===== config.mk =====
export PLATFORM = sky130hd
export DESIGN_NAME = mie_out
export DESIGN_NICKNAME = d
export VERILOG_FILES = /design/src/hdl/mie_pkg.sv /design/src/hdl/mie_out.sv
export SDC_FILE = /design/constraint.sdc
export NUM_CORES = 1
export LEC_CHECK = 0
export ABC_AREA = 1
export ABC_CLOCK_PERIOD_IN_PS = 800
export BUFFER_PORTS_ARGS = -buffer_cell sky130_fd_sc_hd__buf_2
export CAP_MARGIN = 20
export CORE_MARGIN = 10
export CORE_UTILIZATION = 45
export CTS_CLUSTER_DIAMETER = 60
export DETAILED_ROUTE_END_ITERATION = 16
export PLACE_DENSITY_LB_ADDON = 0.05
export SETUP_SLACK_MARGIN = 0.02
export SKIP_LAST_GASP = 1
export SYNTH_ARGS = -nofsm -noshare
export SYNTH_HDL_FRONTEND = slang
export SYNTH_SLANG_ARGS = --single-unit

===== constraint.sdc =====
create_clock -name clk -period 0.8 [get_ports clk]
set_input_delay 0.12 -clock clk [delete_from_list [all_inputs] [get_ports clk]]
set_output_delay 0.12 -clock clk [all_outputs]
set_load 0.01 [all_outputs]

===== src/hdl/mie_pkg.sv =====
// shared types, constants and lookup functions for the image encoder
package mie_pkg;

    localparam int MAX_ROW_WORDS_DEF = 1024;
    localparam int HIST_ROWS         = 17;

    localparam logic [11:0] WIDTH_RST  = 12'd640;
    localparam logic [16:0] HEIGHT_RST = 17'd400;
    localparam logic        COLOR_RST  = 1'b0;

    localparam logic [1:0] REG_WIDTH  = 2'd0;
    localparam logic [1:0] REG_HEIGHT = 2'd1;
    localparam logic [1:0] REG_COLOR  = 2'd2;

    localparam logic [1:0] STREAM_A = 2'd0;
    localparam logic [1:0] STREAM_B = 2'd1;
    localparam logic [1:0] STREAM_P = 2'd2;

    localparam logic [3:0] LAST_TRY = 4'd15;

    typedef struct packed {
        logic [11:0] width;
        logic [16:0] height;
        logic        color;
    } cfg_t;

    typedef struct packed {
        logic [1:0]  stream;
        logic [15:0] value;
        logic        done;
    } res_t;

    typedef struct packed {
        logic push;
        logic close;
        res_t res;
    } out_req_t;

    typedef struct packed {
        logic can_push;
        logic can_close;
    } out_sts_t;

    function automatic logic [3:0] try_code(input logic [3:0] t);
        logic [3:0] c;
        unique case (t)
            4'd0:    c = 4'd1;
            4'd1:    c = 4'd4;
            4'd2:    c = 4'd5;
            4'd3:    c = 4'd6;
            4'd4:    c = 4'd7;
            4'd5:    c = 4'd9;
            4'd6:    c = 4'd10;
            4'd7:    c = 4'd2;
            4'd8:    c = 4'd8;
            4'd9:    c = 4'd11;
            4'd10:   c = 4'd12;
            4'd11:   c = 4'd13;
            4'd12:   c = 4'd14;
            4'd13:   c = 4'd3;
            4'd14:   c = 4'd15;
            default: c = 4'd0;
        endcase
        return c;
    endfunction

    function automatic logic [2:0] off_dx(input logic [3:0] c);
        logic [2:0] d;
        unique case (c)
            4'd1, 4'd5, 4'd7, 4'd10, 4'd13: d = 3'd1;
            4'd2, 4'd8, 4'd11, 4'd14:       d = 3'd2;
            4'd3:                           d = 3'd4;
            default:                        d = 3'd0;
        endcase
        return d;
    endfunction

    function automatic logic [4:0] off_dy(input logic [3:0] c);
        logic [4:0] d;
        unique case (c)
            4'd4, 4'd5:             d = 5'd1;
            4'd6, 4'd7, 4'd8:       d = 5'd2;
            4'd9, 4'd10, 4'd11:     d = 5'd4;
            4'd12, 4'd13, 4'd14:    d = 5'd8;
            4'd15:                  d = 5'd16;
            default:                d = 5'd0;
        endcase
        return d;
    endfunction

    function automatic logic [3:0] nib_shift(input logic [1:0] pos);
        logic [3:0] s;
        unique case (pos)
            2'd0:    s = 4'd4;
            2'd1:    s = 4'd0;
            2'd2:    s = 4'd12;
            default: s = 4'd8;
        endcase
        return s;
    endfunction

endpackage


===== src/hdl/mie_out.sv =====
// result hold stage and output register, marks the last word of each dot
module mie_out
    import mie_pkg::*;
(
    input  logic        clk,
    input  logic        rst_n,
    input  out_req_t    req,
    output out_sts_t    sts,
    output logic        m_tvalid,
    input  logic        m_tready,
    output logic [15:0] m_tdata,
    output logic        m_tlast,
    output logic [2:0]  m_tuser
);

    logic hold_v_reg, hold_v_next;
    res_t hold_reg, hold_next;
    logic out_v_reg, out_v_next;
    res_t out_reg, out_next;
    logic last_reg, last_next;
    logic out_free;

    assign out_free = !out_v_reg || m_tready;
    assign sts.can_push  = !hold_v_reg || out_free;
    assign sts.can_close = !hold_v_reg || out_free;

    always_comb
    begin
        hold_v_next = hold_v_reg;
        hold_next   = hold_reg;
        out_v_next  = out_v_reg;
        out_next    = out_reg;
        last_next   = last_reg;
        if (out_v_reg && m_tready)
        begin
            out_v_next = 1'b0;
        end
        if (req.push)
        begin
            if (hold_v_reg)
            begin
                out_v_next = 1'b1;
                out_next   = hold_reg;
                last_next  = 1'b0;
            end
            hold_v_next = 1'b1;
            hold_next   = req.res;
        end
        else if (req.close && hold_v_reg)
        begin
            out_v_next  = 1'b1;
            out_next    = hold_reg;
            last_next   = 1'b1;
            hold_v_next = 1'b0;
        end
    end

    always_ff @(posedge clk or negedge rst_n)
    begin
        if (!rst_n)
        begin
            hold_v_reg <= 1'b0;
            hold_reg   <= '0;
            out_v_reg  <= 1'b0;
            out_reg    <= '0;
            last_reg   <= 1'b0;
        end
        else
        begin
            hold_v_reg <= hold_v_next;
            hold_reg   <= hold_next;
            out_v_reg  <= out_v_next;
            out_reg    <= out_next;
            last_reg   <= last_next;
        end
    end

    assign m_tvalid = out_v_reg;
    assign m_tdata  = out_reg.value;
    assign m_tlast  = last_reg;
    assign m_tuser  = {out_reg.done, out_reg.stream};

    property p_push_room;
        @(posedge clk) disable iff (!rst_n) req.push |-> sts.can_push;
    endproperty
    a_push_room: assert property (p_push_room) else $error("push without room");

    property p_hold_kept;
        @(posedge clk) disable iff (!rst_n)
            (hold_v_reg && !req.push && !req.close) |=> hold_v_reg;
    endproperty
    a_hold_kept: assert property (p_hold_kept) else $error("held result lost");

    property p_close_empties;
        @(posedge clk) disable iff (!rst_n)
            (req.close && !req.push && sts.can_close) |=> !hold_v_reg;
    endproperty
    a_close_empties: assert property (p_close_empties) else $error("close left a result");

endmodule


==> flow_summary.yaml <==
synthesis:
  synth_top_area_share: 0.637
  synth_adder_area_share: 0
  synth-simple-area-share: 0.304
  synthCells: 178
  yosys-top-cells-area: "dfrtp_1 (64%), nand2_1 (23%), nand3_1 (6.2%)"
  synth_top_family_by_area: "simple AND/OR/NAND/NOR gates"
  yosys.area.top_type: "dfrtp_1"
  syn_avg_cell_area_um2: 9.05
  synthXorXnorAreaFrac: 0
  ys_ff_latch: 41
  yosysSeqAreaShare: 0.637
  syn-cell-area_um2: 1610
  synth_compound_area_frac: 0.00854
  syn-num-nets: 202
  yosysWarnings: 0
  synth_mux_area_frac: 0
  synth_cell_type_count: 12
timing:
  whs_ns: 0.0675
  setup_viol: 45
  rsz0062_at_grt: "true"
  fin_ws_ns: -0.392
  hold_viol: 0
  worst_slew_pin_slew_ns: 0.226
  max_freq_mhz: 839
  fin_skew_ns: 0.00602
  fin_crit_ns: 1.19
  maxSlewHeadroom: 0.849
  fin_crit_sh: 1.49
  maxSlewViolCount: 0
critical_path:
  slowest_delay_ns: 0.41
  slowest_stage: "dfrtp_1"
  cp-start-kind: "register"
  cp_num_cells: 3
  cp_num_buf_inv: 2
  crit_family: "flip-flops"
  critPathRequiredTime_ns: 0.68
  rr_worst_depth: 5
  cp_max_fo: 5
  cp-endpoint: "sts[1]"
  cp-end-kind: "output pin"
  cpMostUsedCell: "buf_6"
  worstReg2RegEnd: "m_tdata[4]"
  reg2reg_setup_slack_ns: -0.21
  critical_path_arrival_ns: 1.07
  path_class: "register to output pin"
  crit_path_start: "hold_v_reg"
  timing.rr.start: "hold_v_reg"
  path_cells: "buf_6 -> nand2_4 -> buf_6"
cells_and_area:
  largest_register_ffs: 19
  syn_to_final_growth_pct: 54.3
  antenna_cells: 0
  fin_nets: 299
  nFillCells: 264
  drive_above_1_share: 0.359
min_path:
  hp-class: "primary input to register"
route:
  postRouteAntennaNets: 0
  vias: 1449
  drtIter0Drc: 81
  drc: 0
  drt-vias-per-instance: 4.50
  first_pass_iters: 4
  wl_per_cell_um: 12.7
  wl_mm: 4.08
grt:
  grt_use_total: 0.138
  grt_overflow_total: 0
  met3_usage: 0.0417
  grt_max_degree: 42
  gr-usage-met1: 0.142
  antenna_found_initial: 0
  grt_pass1_vias: 1465
  busiest_layer: "met2"
  gr-usage-met2: 0.252
  grt_first_pass_wirelength_mm: 6.87
floorplanning:
  die_area_um2: 6380
  rows: 21
  fp.dieH_um: 79.8
  coreArea_um2: 3390
  pin_count: 47
  dieWidth_um: 79.8
  start_util: 0.475
cts:
  tritoncts_num_sinks: 41
  cts_buffers: 5
  clk_pin_slew_ns: 0.11
  cts_buffer_depth: 2
  tritoncts: "yes"
  h-tree-depth: 2
  clk_latency_ns: 0.36
  cts-root-buf: "clkbuf_4"
placed_design:
  gp_congestion: 0.701
  dp.final_hpwl_mm: 2.58
  portBuffers: 46
flow_run:
  drv_cap: 0
pwr:
  power.total_w: 0.00478
  irDropWorstVdd_v: 0.00128
  p_per_area_nw_per_um2: 1920
  p_leak_nw: 1.39
run_status:
  violations: "setup timing"
  status: "complete, but fails checks"
## through the flow
| stage | utilization | setup WS (ns) | setup TNS, ns | cells | instance area, um^2 |
|---|---|---|---|---|---|
| CTS | 0.693 | -0.417 | -8.36 | 312 | 2350 |
| finish | 0.733 | -0.392 | -9.36 | 322 | 2490 |
| global placement | 0.566 | -0.0589 | -0.925 | 270 | 1920 |
| detailed placement | 0.566 | -0.0799 | -1.30 | 270 | 1920 |
| global route | 0.733 | -0.434 | -11.34 | 322 | 2490 |
| floorplan | - | -0.0790 | -0.619 | 178 | 1630 |
## cell type report
| cell class | count | area, um^2 | area share |
|---|---|---|---|
| Sequential cell | 41 | 1030 | 0.413 |
| Timing Repair Buffer | 100 | 782 | 0.315 |
| Multi-Input combinational cell | 124 | 539 | 0.217 |
| Clock buffer | 7 | 65.1 | 0.0262 |
| Tap cell | 46 | 57.6 | 0.0232 |
| Inverter | 3 | 11.3 | 0.00453 |
| Clock inverter | 1 | 5.00 | 0.00201 |
## worst reg2reg max path, cell delays in order (launching register included)
cell and delay (ns):
dfrtp_1 0.41, buf_4 0.17, o21ai_4 0.10, buf_6 0.17, nand2_1 0.05, nand2_1 0.05
## how the worst min path moves through the flow
| stage | from | end | depth (start not counted) |
|---|---|---|---|
| final | req[19] | m_tlast | 3 |
| after global routing | req[19] | m_tlast | 3 |
| after CTS | req[19] | m_tlast | 3 |
| after detailed placement | rst_n | m_tdata[15] | 2 |
| after global placement | rst_n | m_tdata[15] | 2 |
| after floorplan | rst_n | hold_reg[0] | 0 |
## placed cells by master, fill, tap and decap left out, types with 2 or more instances in the layout
cell type	n
buf_2	40
clkbuf_8	2
buf_6	11
clkbuf_4	5
nand2_4	2
dlygate4sd3_1	21
inv_2	3
dfrtp_1	41
nand3_1	20
buf_4	25
nand2_2	5
nand2_1	94
## routing by layer
metal	wire (um)	vias up
met5	0	-
met4	76	0
met3	196	8
met2	2180	30
met1	1630	668
li1	-	743
## kinds of logic (layout without fill, tap and decap cells)
logic type	after synthesis	count (layout)
flip-flops	41	41
buffers and inverters	13	111
AND/OR/NAND/NOR	122	122
AO/OA/AOI/OAI	2	2
## cell usage after synthesis
library cell	n
nand2_1	100
inv_1	1
nand3_1	20
nor2_1	1
dfrtp_1	41
o21ai_2	1
nand2_4	1
buf_2	5
buf_6	2
inv_2	2
o21ai_1	1
buf_4	3
## power by group
| part | leakage (nW) | switching, W | total [W] | internal [W] |
|---|---|---|---|---|
| clock | 0.0413 | 0.000671 | 0.00118 | 0.000509 |
| sequential | 0.503 | 0.000129 | 0.00244 | 0.00231 |
| combinational | 0.850 | 0.000526 | 0.00116 | 0.000636 |
| total | 1.39 | 0.00133 | 0.00478 | 0.00345 |
## what timing repair did
item / CTS / global route
cloned: 2 / 1
resized for setup: 14 / 12
pin swaps: 2 / 2
endpoints found under the setup margin: 45 / 45
endpoints found under the hold margin: 61 / 0
hold buffers: 21 / 0
setup buffers: 11 / 10
Note: power is estimated with default switching activity, not from simulation.
